<file path="src/hw/rtl/vibg_pkg.sv">
package vibg_pkg;

  localparam int FRACTION_BITS = 16;
  localparam int FRAC_W = (FRACTION_BITS < 16) ? FRACTION_BITS : 16;

  localparam int SAMPLE_W = 16;
  localparam int ENV_W = 15;
  localparam int COEF_W = 16;
  localparam int Y_W = 20;
  localparam int Z_W = 34;
  localparam int ACC_W = 37;
  localparam int MUL_A_W = 36;
  localparam int MUL_B_W = 17;
  localparam int PROD_W = MUL_A_W + MUL_B_W;

  localparam int IN_TDATA_W = 64;
  localparam int OUT_TDATA_W = 16;
  localparam int OUT_TUSER_W = 3;
  localparam int CFG_INDEX_W = 3;
  localparam int CFG_DATA_W = 16;

  localparam int Q_DEPTH = 2;
  localparam int Q_PTR_W = (Q_DEPTH > 1) ? $clog2(Q_DEPTH) : 1;
  localparam int Q_CNT_W = $clog2(Q_DEPTH + 1);

  localparam logic [ENV_W-1:0] ENV_FULL = {ENV_W{1'b1}};

  typedef enum logic [CFG_INDEX_W-1:0] {
    REG_B0   = 3'd0,
    REG_B1   = 3'd1,
    REG_B2   = 3'd2,
    REG_A1   = 3'd3,
    REG_A2   = 3'd4,
    REG_FILT = 3'd5,
    REG_GAIN = 3'd6
  } reg_idx_t;

  typedef struct packed {
    logic signed [COEF_W-1:0] b0;
    logic signed [COEF_W-1:0] b1;
    logic signed [COEF_W-1:0] b2;
    logic signed [COEF_W-1:0] a1;
    logic signed [COEF_W-1:0] a2;
    logic                     filter_on;
    logic signed [COEF_W-1:0] gain;
  } cfg_t;

  typedef struct packed {
    logic signed [SAMPLE_W-1:0] x;
    logic [ENV_W-1:0]           env;
  } item_t;

  typedef struct packed {
    logic state_clipped;
    logic filter_clipped;
    logic output_clipped;
  } flags_t;

endpackage

</file>
<file path="src/hw/rtl/vibg_front.sv">
module vibg_front (
  input  logic                               clk,
  input  logic                               rst,
  input  logic                               s_tvalid,
  output logic                               s_tready,
  input  logic [vibg_pkg::IN_TDATA_W-1:0]    s_tdata,
  output logic                               push_valid,
  input  logic                               push_ready,
  output vibg_pkg::item_t                    push_item
);
  import vibg_pkg::*;

  localparam int IP_W = SAMPLE_W + 2 + FRAC_W;

  logic                        busy;
  logic signed [SAMPLE_W-1:0]  s0;
  logic signed [SAMPLE_W:0]    diff;
  logic [FRAC_W-1:0]           frac;
  logic [ENV_W-1:0]            env;
  logic                        accept;
  logic                        push;
  logic signed [IP_W-1:0]      ip_prod;
  logic signed [IP_W-1:0]      ip_shift;
  logic signed [SAMPLE_W:0]    x_sum;
  logic signed [SAMPLE_W-1:0]  in_near;
  logic signed [SAMPLE_W-1:0]  in_next;

  assign in_near = s_tdata[SAMPLE_W-1:0];
  assign in_next = s_tdata[2*SAMPLE_W-1:SAMPLE_W];

  assign push = busy && push_ready;
  assign s_tready = !busy || push_ready;
  assign accept = s_tvalid && s_tready;

  always_ff @(posedge clk) begin
    if (rst) begin
      busy <= 1'b0;
    end else if (accept) begin
      busy <= 1'b1;
    end else if (push) begin
      busy <= 1'b0;
    end
  end

  always_ff @(posedge clk) begin
    if (accept) begin
      s0 <= in_near;
      diff <= {in_next[SAMPLE_W-1], in_next} - {in_near[SAMPLE_W-1], in_near};
      frac <= s_tdata[2*SAMPLE_W +: FRAC_W];
      env <= s_tdata[3*SAMPLE_W +: ENV_W];
    end
  end

  always_comb begin
    ip_prod = IP_W'(diff) * IP_W'($signed({1'b0, frac}));
    ip_shift = ip_prod >>> FRACTION_BITS;
    x_sum = {s0[SAMPLE_W-1], s0} + ip_shift[SAMPLE_W:0];
  end

  assign push_valid = busy;
  assign push_item.x = x_sum[SAMPLE_W-1:0];
  assign push_item.env = env;

endmodule

</file>
<file path="src/hw/rtl/vibg_queue.sv">
module vibg_queue (
  input  logic             clk,
  input  logic             rst,
  input  logic             push_valid,
  output logic             push_ready,
  input  vibg_pkg::item_t  push_item,
  output logic             pop_valid,
  input  logic             pop_ready,
  output vibg_pkg::item_t  pop_item
);
  import vibg_pkg::*;

  item_t              mem [Q_DEPTH];
  logic [Q_PTR_W-1:0] wr_ptr;
  logic [Q_PTR_W-1:0] rd_ptr;
  logic [Q_CNT_W-1:0] count;
  logic               push;
  logic               pop;

  assign push_ready = (count != Q_CNT_W'(Q_DEPTH));
  assign pop_valid = (count != '0);
  assign push = push_valid && push_ready;
  assign pop = pop_valid && pop_ready;
  assign pop_item = mem[rd_ptr];

  always_ff @(posedge clk) begin
    if (push) begin
      mem[wr_ptr] <= push_item;
    end
  end

  always_ff @(posedge clk) begin
    if (rst) begin
      wr_ptr <= '0;
      rd_ptr <= '0;
      count <= '0;
    end else begin
      if (push) begin
        wr_ptr <= (wr_ptr == Q_PTR_W'(Q_DEPTH - 1)) ? '0 : wr_ptr + 1'b1;
      end
      if (pop) begin
        rd_ptr <= (rd_ptr == Q_PTR_W'(Q_DEPTH - 1)) ? '0 : rd_ptr + 1'b1;
      end
      if (push && !pop) begin
        count <= count + 1'b1;
      end else if (pop && !push) begin
        count <= count - 1'b1;
      end
    end
  end

  a_count_bound: assert property (@(posedge clk) disable iff (rst)
    count <= Q_CNT_W'(Q_DEPTH))
    else $error("queue count exceeds depth");

  a_pop_count: assert property (@(posedge clk) disable iff (rst)
    (pop && !push) |=> (count == $past(count) - 1'b1))
    else $error("queue count did not drop on pop");

endmodule

</file>
<file path="src/hw/rtl/vibg_back.sv">
module vibg_back (
  input  logic                                 clk,
  input  logic                                 rst,
  input  vibg_pkg::cfg_t                       cfg,
  input  logic                                 q_valid,
  output logic                                 q_ready,
  input  vibg_pkg::item_t                      q_item,
  output logic                                 m_tvalid,
  input  logic                                 m_tready,
  output logic [vibg_pkg::OUT_TDATA_W-1:0]     m_tdata,
  output logic [vibg_pkg::OUT_TUSER_W-1:0]     m_tuser
);
  import vibg_pkg::*;

  typedef enum logic [7:0] {
    S_IDLE = 8'b0000_0001,
    S_MB1  = 8'b0000_0010,
    S_MA1  = 8'b0000_0100,
    S_MB2  = 8'b0000_1000,
    S_MA2  = 8'b0001_0000,
    S_MG   = 8'b0010_0000,
    S_ME   = 8'b0100_0000,
    S_FIN  = 8'b1000_0000
  } state_t;

  localparam int YS_W = Z_W + 1;
  localparam logic signed [Y_W-1:0] Y_MAX = {1'b0, {(Y_W-1){1'b1}}};
  localparam logic signed [Y_W-1:0] Y_MIN = {1'b1, {(Y_W-1){1'b0}}};
  localparam logic signed [Z_W-1:0] Z_MAX = {1'b0, {(Z_W-1){1'b1}}};
  localparam logic signed [Z_W-1:0] Z_MIN = {1'b1, {(Z_W-1){1'b0}}};
  localparam logic signed [OUT_TDATA_W-1:0] O_MAX = {1'b0, {(OUT_TDATA_W-1){1'b1}}};
  localparam logic signed [OUT_TDATA_W-1:0] O_MIN = {1'b1, {(OUT_TDATA_W-1){1'b0}}};

  state_t                      state;
  state_t                      state_next;
  logic signed [SAMPLE_W-1:0]  x;
  logic [ENV_W-1:0]            env;
  logic signed [Y_W-1:0]       y;
  logic signed [ACC_W-1:0]     acc;
  logic signed [Z_W-1:0]       z1;
  logic signed [Z_W-1:0]       z2;
  logic                        y_hit;
  logic                        z_hit;
  logic signed [PROD_W-1:0]    prod;

  logic signed [MUL_A_W-1:0]   mul_a;
  logic signed [MUL_B_W-1:0]   mul_b;
  logic signed [PROD_W-1:0]    mul_p;
  logic                        prod_en;
  logic                        finish;
  logic                        out_free;

  logic signed [YS_W-1:0]      y_sum;
  logic signed [YS_W-1:0]      y_sh;
  logic signed [Y_W-1:0]       y_sat;
  logic                        y_ovf;
  logic signed [ACC_W-1:0]     p37;
  logic signed [ACC_W-1:0]     z_in;
  logic signed [Z_W-1:0]       z_sat;
  logic                        z_ovf;
  logic signed [PROD_W-1:0]    val;
  logic signed [OUT_TDATA_W-1:0] res;
  logic                        o_hit;
  flags_t                      flags;

  assign out_free = !m_tvalid || m_tready;
  assign q_ready = (state == S_IDLE);

  always_comb begin
    state_next = state;
    mul_a = MUL_A_W'(x);
    mul_b = MUL_B_W'(cfg.b1);
    prod_en = 1'b0;
    finish = 1'b0;
    case (state)
      S_IDLE: begin
        mul_a = MUL_A_W'(q_item.x);
        mul_b = cfg.filter_on ? MUL_B_W'(cfg.b0) : MUL_B_W'(cfg.gain);
        if (q_valid) begin
          prod_en = 1'b1;
          state_next = cfg.filter_on ? S_MB1 : S_ME;
        end
      end
      S_MB1: begin
        prod_en = 1'b1;
        state_next = S_MA1;
      end
      S_MA1: begin
        mul_a = MUL_A_W'(y);
        mul_b = MUL_B_W'(cfg.a1);
        prod_en = 1'b1;
        state_next = S_MB2;
      end
      S_MB2: begin
        mul_b = MUL_B_W'(cfg.b2);
        prod_en = 1'b1;
        state_next = S_MA2;
      end
      S_MA2: begin
        mul_a = MUL_A_W'(y);
        mul_b = MUL_B_W'(cfg.a2);
        prod_en = 1'b1;
        state_next = S_MG;
      end
      S_MG: begin
        mul_a = MUL_A_W'(y);
        mul_b = MUL_B_W'(cfg.gain);
        prod_en = 1'b1;
        state_next = S_ME;
      end
      S_ME: begin
        mul_a = prod[MUL_A_W-1:0];
        mul_b = $signed({2'b00, env});
        if (env == ENV_FULL) begin
          finish = out_free;
          state_next = out_free ? S_IDLE : S_ME;
        end else begin
          prod_en = 1'b1;
          state_next = S_FIN;
        end
      end
      S_FIN: begin
        finish = out_free;
        state_next = out_free ? S_IDLE : S_FIN;
      end
      default: begin
        state_next = S_IDLE;
      end
    endcase
  end

  assign mul_p = PROD_W'(mul_a) * PROD_W'(mul_b);

  always_comb begin
    y_sum = YS_W'($signed(prod[2*COEF_W-1:0])) + YS_W'(z1);
    y_sh = y_sum >>> 14;
    y_ovf = 1'b1;
    if (y_sh > YS_W'(Y_MAX)) begin
      y_sat = Y_MAX;
    end else if (y_sh < YS_W'(Y_MIN)) begin
      y_sat = Y_MIN;
    end else begin
      y_sat = y_sh[Y_W-1:0];
      y_ovf = 1'b0;
    end

    p37 = prod[ACC_W-1:0];
    z_in = (state == S_MA2) ? acc : acc - p37;
    z_ovf = 1'b1;
    if (z_in > ACC_W'(Z_MAX)) begin
      z_sat = Z_MAX;
    end else if (z_in < ACC_W'(Z_MIN)) begin
      z_sat = Z_MIN;
    end else begin
      z_sat = z_in[Z_W-1:0];
      z_ovf = 1'b0;
    end

    val = (state == S_FIN) ? (prod >>> 30) : (prod >>> 15);
    o_hit = 1'b1;
    if (val > PROD_W'(O_MAX)) begin
      res = O_MAX;
    end else if (val < PROD_W'(O_MIN)) begin
      res = O_MIN;
    end else begin
      res = val[OUT_TDATA_W-1:0];
      o_hit = 1'b0;
    end

    flags.state_clipped = z_hit;
    flags.filter_clipped = y_hit;
    flags.output_clipped = o_hit;
  end

  always_ff @(posedge clk) begin
    if (rst) begin
      state <= S_IDLE;
      z1 <= '0;
      z2 <= '0;
      m_tvalid <= 1'b0;
    end else begin
      state <= state_next;
      if (state == S_MA2) begin
        z1 <= z_sat;
      end
      if (state == S_MG) begin
        z2 <= z_sat;
      end
      if (finish) begin
        m_tvalid <= 1'b1;
      end else if (m_tready) begin
        m_tvalid <= 1'b0;
      end
    end
  end

  always_ff @(posedge clk) begin
    if (prod_en) begin
      prod <= mul_p;
    end
    case (state)
      S_IDLE: begin
        if (q_valid) begin
          x <= q_item.x;
          env <= q_item.env;
          y <= Y_W'(q_item.x);
          y_hit <= 1'b0;
          z_hit <= 1'b0;
        end
      end
      S_MB1: begin
        y <= y_sat;
        y_hit <= y_ovf;
      end
      S_MA1: begin
        acc <= ACC_W'($signed(prod[2*COEF_W-1:0])) + ACC_W'(z2);
      end
      S_MB2: begin
        acc <= acc - p37;
      end
      S_MA2: begin
        acc <= ACC_W'($signed(prod[2*COEF_W-1:0]));
        z_hit <= z_hit | z_ovf;
      end
      S_MG: begin
        z_hit <= z_hit | z_ovf;
      end
      default: begin
      end
    endcase
    if (finish) begin
      m_tdata <= res;
      m_tuser <= flags;
    end
  end

  a_bypass_flags: assert property (@(posedge clk) disable iff (rst)
    (state == S_IDLE && q_valid && !cfg.filter_on) |=> (state == S_ME && !y_hit && !z_hit))
    else $error("bypassed word took the filter path or kept clip flags");

  a_state_flag: assert property (@(posedge clk) disable iff (rst)
    (state == S_MG && z_ovf) |=> z_hit)
    else $error("state clip not recorded");

endmodule

</file>
<file path="src/hw/rtl/voice_interp_biquad_gain_path.sv">
// Channel   Dir  Ready/valid          Fields (lowest bit first)
// s_*       in   s_tvalid/s_tready    tdata: sample_near, sample_next, phase_fraction,
//                                     envelope, zero pad to 64 bits
// m_*       out  m_tvalid/m_tready    tdata: contribution; tuser: output_clipped,
//                                     filter_clipped, state_clipped
// cfg_*     in   cfg_we               cfg_index selects the register, cfg_data the value
//
// The front interpolates each word and passes it through a two-word queue. The back uses
// one shared multiplier, takes a word only in idle, and forms the b0, b1, a1, b2, a2, gain
// and envelope products; bypass forms gain and envelope only; full-scale skips envelope.
// Reset clears the registers, both delay words, the queue and the output valid flag.
// A stalled output holds the back in its last step while the front keeps filling the queue.
module voice_interp_biquad_gain_path (
  input  logic                                  clk,
  input  logic                                  rst,
  input  logic                                  s_tvalid,
  output logic                                  s_tready,
  input  logic [vibg_pkg::IN_TDATA_W-1:0]       s_tdata,   // near, next, fraction, envelope
  output logic                                  m_tvalid,
  input  logic                                  m_tready,
  output logic [vibg_pkg::OUT_TDATA_W-1:0]      m_tdata,   // contribution
  output logic [vibg_pkg::OUT_TUSER_W-1:0]      m_tuser,   // output, filter, state clipped
  input  logic                                  cfg_we,
  input  logic [vibg_pkg::CFG_INDEX_W-1:0]      cfg_index,
  input  logic [vibg_pkg::CFG_DATA_W-1:0]       cfg_data
);
  import vibg_pkg::*;

  cfg_t  cfg;
  logic  f_valid;
  logic  f_ready;
  item_t f_item;
  logic  b_valid;
  logic  b_ready;
  item_t b_item;

  always_ff @(posedge clk) begin
    if (rst) begin
      cfg <= '0;
    end else if (cfg_we) begin
      case (reg_idx_t'(cfg_index))
        REG_B0:   cfg.b0 <= cfg_data;
        REG_B1:   cfg.b1 <= cfg_data;
        REG_B2:   cfg.b2 <= cfg_data;
        REG_A1:   cfg.a1 <= cfg_data;
        REG_A2:   cfg.a2 <= cfg_data;
        REG_FILT: cfg.filter_on <= cfg_data[0];
        REG_GAIN: cfg.gain <= cfg_data;
        default: begin
        end
      endcase
    end
  end

  vibg_front u_front (
    .clk        (clk),
    .rst        (rst),
    .s_tvalid   (s_tvalid),
    .s_tready   (s_tready),
    .s_tdata    (s_tdata),
    .push_valid (f_valid),
    .push_ready (f_ready),
    .push_item  (f_item)
  );

  vibg_queue u_queue (
    .clk        (clk),
    .rst        (rst),
    .push_valid (f_valid),
    .push_ready (f_ready),
    .push_item  (f_item),
    .pop_valid  (b_valid),
    .pop_ready  (b_ready),
    .pop_item   (b_item)
  );

  vibg_back u_back (
    .clk      (clk),
    .rst      (rst),
    .cfg      (cfg),
    .q_valid  (b_valid),
    .q_ready  (b_ready),
    .q_item   (b_item),
    .m_tvalid (m_tvalid),
    .m_tready (m_tready),
    .m_tdata  (m_tdata),
    .m_tuser  (m_tuser)
  );

endmodule
</file>
<file path="config.mk">
export PLATFORM = sky130hd
export DESIGN_NAME = voice_interp_biquad_gain_path
export DESIGN_NICKNAME = d
export VERILOG_FILES = /design/src/hw/rtl/vibg_pkg.sv /design/src/hw/rtl/vibg_front.sv /design/src/hw/rtl/vibg_queue.sv /design/src/hw/rtl/vibg_back.sv /design/src/hw/rtl/voice_interp_biquad_gain_path.sv
export SDC_FILE = /design/constraint.sdc
export NUM_CORES = 2
export LEC_CHECK = 0
export BUFFER_PORTS_ARGS = -buffer_cell sky130_fd_sc_hd__buf_2
export CORE_MARGIN = 4
export CORE_UTILIZATION = 50
export DETAILED_ROUTE_END_ITERATION = 10
export HOLD_SLACK_MARGIN = 0.08
export PLACE_DENSITY_LB_ADDON = 0.2
export SLEW_MARGIN = 20
export SYNTH_ARGS = -nofsm -noshare
export SYNTH_HDL_FRONTEND = slang
export SYNTH_SLANG_ARGS = --single-unit
</file>
<file path="constraint.sdc">
create_clock -name clk -period 12 [get_ports clk]
set_clock_uncertainty 0.1 [all_clocks]
set_input_delay 0.6 -clock clk [delete_from_list [all_inputs] [get_ports clk]]
set_output_delay 0.6 -clock clk [all_outputs]
set_load 0.03 [all_outputs]
</file>
## After elaboration in Yosys (flattened, before gate mapping)

Memories as Yosys holds them, arrays and structs flattened. A register that Yosys moved wholly into a read port is not among the register bits.
Index checks and enable logic that the tools add are counted.

- Memories: 1
- Output and inout bits: 21
- Register bits after elaboration: 405
- Bits of input ports: 88
- RAM bits: 62

- Equality and inequality tests: 17
- Multiply operators: 2
- Multiplexer cells: 44
- Add/sub/neg operators: 9
- Bitwise logic cells: 1
- Reduce and logical (&&, ||, !) cells: 32
- Order comparisons: 6

Memory list:

| memory | words | bits a word | read ports | clocked after Yosys merged registers in | wr ports | RTL line | source |
|---|---|---|---|---|---|---|---|
| u_queue.mem | 2 | 31 | 1 | 1 | 1 | vibg_queue.sv:13 | `item_t mem [Q_DEPTH];` |

Operator list:

| operator | number |
|---|---|
| case mux 37 bit (3 select lines) | 1 |
| case mux 36 bit (3 select lines) | 1 |
| case mux 17 bit (6 select lines) | 1 |
| 2-to-1 mux 37 bit | 2 |
| adder 32 x 34 -> 35 bit | 2 |
| 2-to-1 mux 34 bit | 2 |
| case mux 8 bit (8 select lines) | 1 |
| 2-to-1 mux 20 bit | 3 |
| multiplier 36 x 17 -> 53 bit | 1 |
| case mux 20 bit (2 select lines) | 1 |
| greater-than comparator 38 x 16 -> 1 bit, second input constant | 1 |
| < comparator 38 x 16 -> 1 bit, second input constant | 1 |
| greater-than comparator 37 x 34 -> 1 bit, second input constant | 1 |
| < comparator 37 x 34 -> 1 bit, second input constant | 1 |
| subtractor 37 bit | 1 |
| multiplier 17 x 17 -> 32 bit | 1 |
| 2-to-1 mux 8 bit | 3 |
| greater-than comparator 21 x 20 -> 1 bit, second input constant | 1 |
| < comparator 21 x 20 -> 1 bit, second input constant | 1 |
| AND reduction 2 bit | 10 |
| 2-to-1 mux 1 bit | 19 |
| 2-to-1 mux 17 bit | 1 |
| subtractor 16 x 16 -> 17 bit | 1 |
| adder 16 bit | 1 |
| 32 further kinds | 53 |

## Longest topological paths before layout

- Word-level depth: 7
- Depth in mapped cells: 37

## Hierarchy

From an unflattened synthesis, not the netlist that was laid out.

- Cell total of the unflattened synthesis: 5904
- Area, all modules: 55811.0 sq um

By module, submodules not included:

| module | times used | area each (sq um) | sequential area each (sq um) | cells each |
|---|---|---|---|---|
| vibg_back | 1 | 36398.7 | 6406.1 | 4095 |
| vibg_front | 1 | 13135.1 | 1941.9 | 1350 |
| voice_interp_biquad_gain_path | 1 | 3828.7 | 1941.9 | 339 |
| vibg_queue | 1 | 2448.6 | 1961.9 | 120 |

## Worst setup path after synthesis

No wires, ideal clock.

- Kind: register to register
- Start: register u_back.state[7]
- End: register u_back.prod[51], data pin
- Data required time: 11638 ps
- Stages on the path, launching flop included: 36
- Arrival time: 8471 ps
- Buffers on the path: 4
- Setup slack: 3167 ps
- Setup time: 262 ps
- Cell sequence: dfxtp_1 -> or4_1 -> or3_1 -> nor3b_2 -> nor2_1 -> nand2_1 -> or3_1 -> buf_4 -> a21boi_4 -> a21boi_4 -> buf_4 -> a21o_1 -> buf_2 -> nor2_1 -> fa_1 -> inv_1 -> fa_1 -> fa_1 -> inv_1 -> fa_1 -> fa_1 -> inv_1 -> fa_1 -> inv_1 -> ha_1 -> clkbuf_1 -> a21o_1 -> a21o_1 -> a21o_1 -> a22o_1 -> a221oi_1 -> o32ai_1 -> a31oi_1 -> o32ai_1 -> o31ai_1 -> xnor2_1

- Longest elaborated chain between the ends: 4
- Elaborated cells between the ends (all ways): 10
- Classes of those cells: mul: 1; eq/ne: 6; mux: 2; reduce/logical: 1

Ends and longest elaborated chain:

| element | RTL line | source |
|---|---|---|
| start: declaration | vibg_back.sv:34 | `state_t state;` |
| start signal: assignment | vibg_back.sv:182 | `state <= state_next;` |
| == test 8 x 3 -> 1 bit, or another cell as far along | vibg_back.sv:75 | `case (state)` |
| OR reduction 3 bit (no line) | - |  |
| case mux 36 bit (3 select lines) | vibg_back.sv:75 |  |
| multiplier 36 x 17 -> 53 bit * | vibg_back.sv:132 | `assign mul_p = PROD_W'(mul_a) * PROD_W'(mul_b);` |
| net u_back.mul_p[51] | vibg_back.sv:48 | `logic signed [PROD_W-1:0] mul_p;` |
| end signal: assignment | vibg_back.sv:199 | `prod <= mul_p;` |
| end: declaration | vibg_back.sv:44 | `logic signed [PROD_W-1:0] prod;` |

Mark *: on every way through the listed nets, which the timed path passes. The rest lies on a longest branch.
A chain may end at the register's enable or synchronous reset.

## Final worst setup path

Ends and elaborated chain as after synthesis.

==> qor.yml <==
die:
  io_pins: 109
  start_util_pct: 50.5
  core.rowCount: 121
  die_y_um: 340
  die_area_um2: 115000
  core_um2: 109000
  dieWidth_um: 340
global_route:
  grt_max_degree: 123
  grt_pass1_vias: 43200
  grt_use_total_pct: 26.4
  grt_first_pass_wirelength_mm: 242
  overflow: 0
  antenna_found_initial: 8
clocking:
  path_clk_slew_ps: 70
  worstSkewPairLatency_ps: 650
  post-cts-setup-buffers: 0
  tritoncts: "yes"
  cts_resized: 0
  cts_sinks: 468
  cts_made_buffers: 54
  cts_buffer_depth: 3
  htree_levels: 2
  cts-root-buf: "clkbuf_16"
finish:
  layout.nets: 7286
  post_route_cells_drive_above_1_share_pct: 6.09
  multi_input_area_um2: 38200
  fin_cells: 7474
  fillCellCount: 9782
  seqCellArea_um2: 12300
  areaGrowthSynthToFinish_pct: 7.79
timing:
  fin_crit_ps: 10850
  finalSetupViolCount: 0
  fmax_ghz: 0.0921
  hold_violations: 0
  finalCritPeriodShare_pct: 90.4
  rsz0062_at_grt: "false"
  finalSetupTns_ps: 0
  drv_slew: 0
  worst_pin_slew_ps: 1240
  slew-limit-headroom_pct: 16.6
worst_setup_path:
  crit_path_end: "u_back.prod[51]"
  cp-start-kind: "flip-flop"
  cpMostUsedCell: "fa_1"
  crit_path_max_incr_delay_ps: 950
  required_ps: 12290
  critPathKind: "reg2reg"
  r2r_start: "u_back.state[7]"
  crit_slowest_cell: "a221oi_1"
  ff2ff_setup_slack_ps: 1150
  arrival_ps: 11140
  path_delay_family: "compound AO/OA/AOI/OAI gates"
  crit_buf_inv: 4
  rr_endpoint: "u_back.prod[51]"
  rr_worst_depth: 30
  worstSetupStartpoint: "u_back.state[7]"
  path_max_fanout: 39
  end_kind: "flip-flop"
  timing.critical_path.depth: 30
flow_run:
  maxCapViolations: 0
drt:
  vias: 42000
  dr.first_iter.drc_count: 3169
  finalWirelength_mm: 152
  vias_per_cell: 5.62
  firstDrtPassIters: 5
  wl_per_cell_um: 20.3
  drcViolationCount: 0
  antenna_left: 0
placement:
  io_buffers: 107
  dp_hpwl_mm: 118
  gp_congestion: 0.934
  dp_cells: 7319
logic_synthesis:
  ys_types: 85
  syn_inst: 5992
  syn_area_per_cell_um2: 9.18
  yosysWarnings: 0
  synth_compound_area_share_pct: 11.1
  yosys.area.top_type: "fa_1"
  synth_top_family_by_area: "adder cells"
  synthAdderAreaFrac_pct: 38.6
  syn_area_um2: 55000
  async_reset_ff_share_pct: 0
  synth-simple-area-share_pct: 15.5
  synth_area_leaders: "fa_1, edfxtp_1, ha_1"
  synth_top_flop_cell: "edfxtp_1"
  synthXorXnorAreaFrac_pct: 2.83
  syn-num-nets: 7268
  synth_top_area_share_pct: 31.0
  synth_edf_count: 288
  synth_seq_cells: 468
  ys_seq_area_share_pct: 22.3
  synthMuxAreaShare_pct: 1.17
hold_path:
  hold_class: "in2reg"
status:
  status: "complete, no violations"
-- cell type report --
class	instances	area share (%)
diodes	5	0.0211
clock buffers	79	2.68
clock inverters	22	0.477
inverters	965	6.11
multi-input cells	4292	64.4
flip-flops and latches	468	20.7
well taps	1414	2.98
repair buffers	229	2.71
-- per-stage QoR --
| stage | hold WS [ps] | instance area, µm² | worst slack (ps) | util [%] |
|---|---|---|---|---|
| 2_1_floorplan | 300 | 55000 | 3170 | - |
| 3_3_place_gp | 326 | 56900 | 1400 | 52.2 |
| 3_5_place_dp | 331 | 56900 | 1270 | 52.2 |
| 4_1_cts | 99.5 | 59300 | 1220 | 54.4 |
| 5_1_grt | 123 | 59300 | 599 | 54.4 |
| 6_report | 139 | 59300 | 1150 | 54.4 |
-- kinds of logic (layout without fill, tap and decap cells) --
family	Yosys count	in the layout
XOR/XNOR	178	178
other	0	5
AND/OR/NAND/NOR	1946	1946
adder cells (fa/ha/maj)	1188	1188
flip-flops	468	468
buffers and inverters	1232	1295
AO/OA/AOI/OAI	921	921
multiplexers	59	59
-- worst min-delay path: stages --
cell,delay [ps]
buf_2,130
nand2_1,60
a21oi_1,50
-- worst min path at each step --
stage | startpoint | end | cells past startpoint
after floorplan | u_back.y_hit | u_back.m_tuser[1] | 0
after global placement | u_front.env[6] | u_queue.mem[1][6] | 0
after detailed placement | u_front.env[0] | u_queue.mem[0][0] | 0
after CTS | cfg_data[7] | cfg[56] | 3
after global routing | cfg_data[7] | cfg[88] | 3
final | cfg_data[7] | cfg[56] | 3
-- what timing repair did --
item                                   4_1_cts  5_1_grt
hold buffers                                48        0
endpoints found under the hold margin       48        0
setup endpoints to repair                    0        0
-- cells in the mapped netlist (all sizes together) (21+ instances only) --
| master | n |
|---|---|
| nor4 | 42 |
| mux2 | 41 |
| nand3 | 85 |
| a31oi | 21 |
| nand2b | 37 |
| nand2 | 869 |
| buf | 55 |
| o21bai | 26 |
| clkbuf | 212 |
| a21o | 81 |
| a211oi | 71 |
| a21oi | 284 |
| and2 | 159 |
| fa | 851 |
| nand4 | 27 |
| nor3 | 43 |
| and3 | 22 |
| xnor2 | 120 |
| dfxtp | 180 |
| o21ai | 162 |
| o21a | 42 |
| inv | 965 |
| a22oi | 66 |
| nor2 | 555 |
| nor2b | 44 |
| ha | 337 |
| xor2 | 58 |
| edfxtp | 288 |
-- sequential cells by signal, indices dropped and copies added, names as in the netlist, 2 cells and up, named ones only --
signal	count
cfg	97
u_back.acc	37
u_back.env	15
u_back.m_tdata	16
u_back.m_tuser	3
u_back.prod	53
u_back.state	8
u_back.x	16
u_back.y	20
u_back.z1	34
u_back.z2	34
u_front.diff	17
u_front.env	15
u_front.frac	16
u_front.s0	16
u_queue.count	2
u_queue.mem	62
-- layout by cell type, fill, tap and decap left out, types with 81 or more instances in the layout --
master / instances
xnor2_1: 120
nand2_1: 869
buf_2: 106
inv_1: 964
fa_1: 851
o21ai_0: 147
nand3_1: 85
a21o_1: 81
nor2_1: 550
edfxtp_1: 288
ha_1: 337
and2_1: 157
a21oi_1: 278
dfxtp_1: 180
-- metal layers --
metal  routed length, µm  track usage [%]  vias to the layer above
li1                    -                -                    19300
met1               64300             35.8                    20900
met2               69900             42.9                     1471
met3               12300             5.48                      270
met4                5160             8.20                        0
met5                   0                0                        -
Power is left out: the tool's default activity adds up to more than one toggle a clock period on the data nets, which glitch-free logic cannot reach.
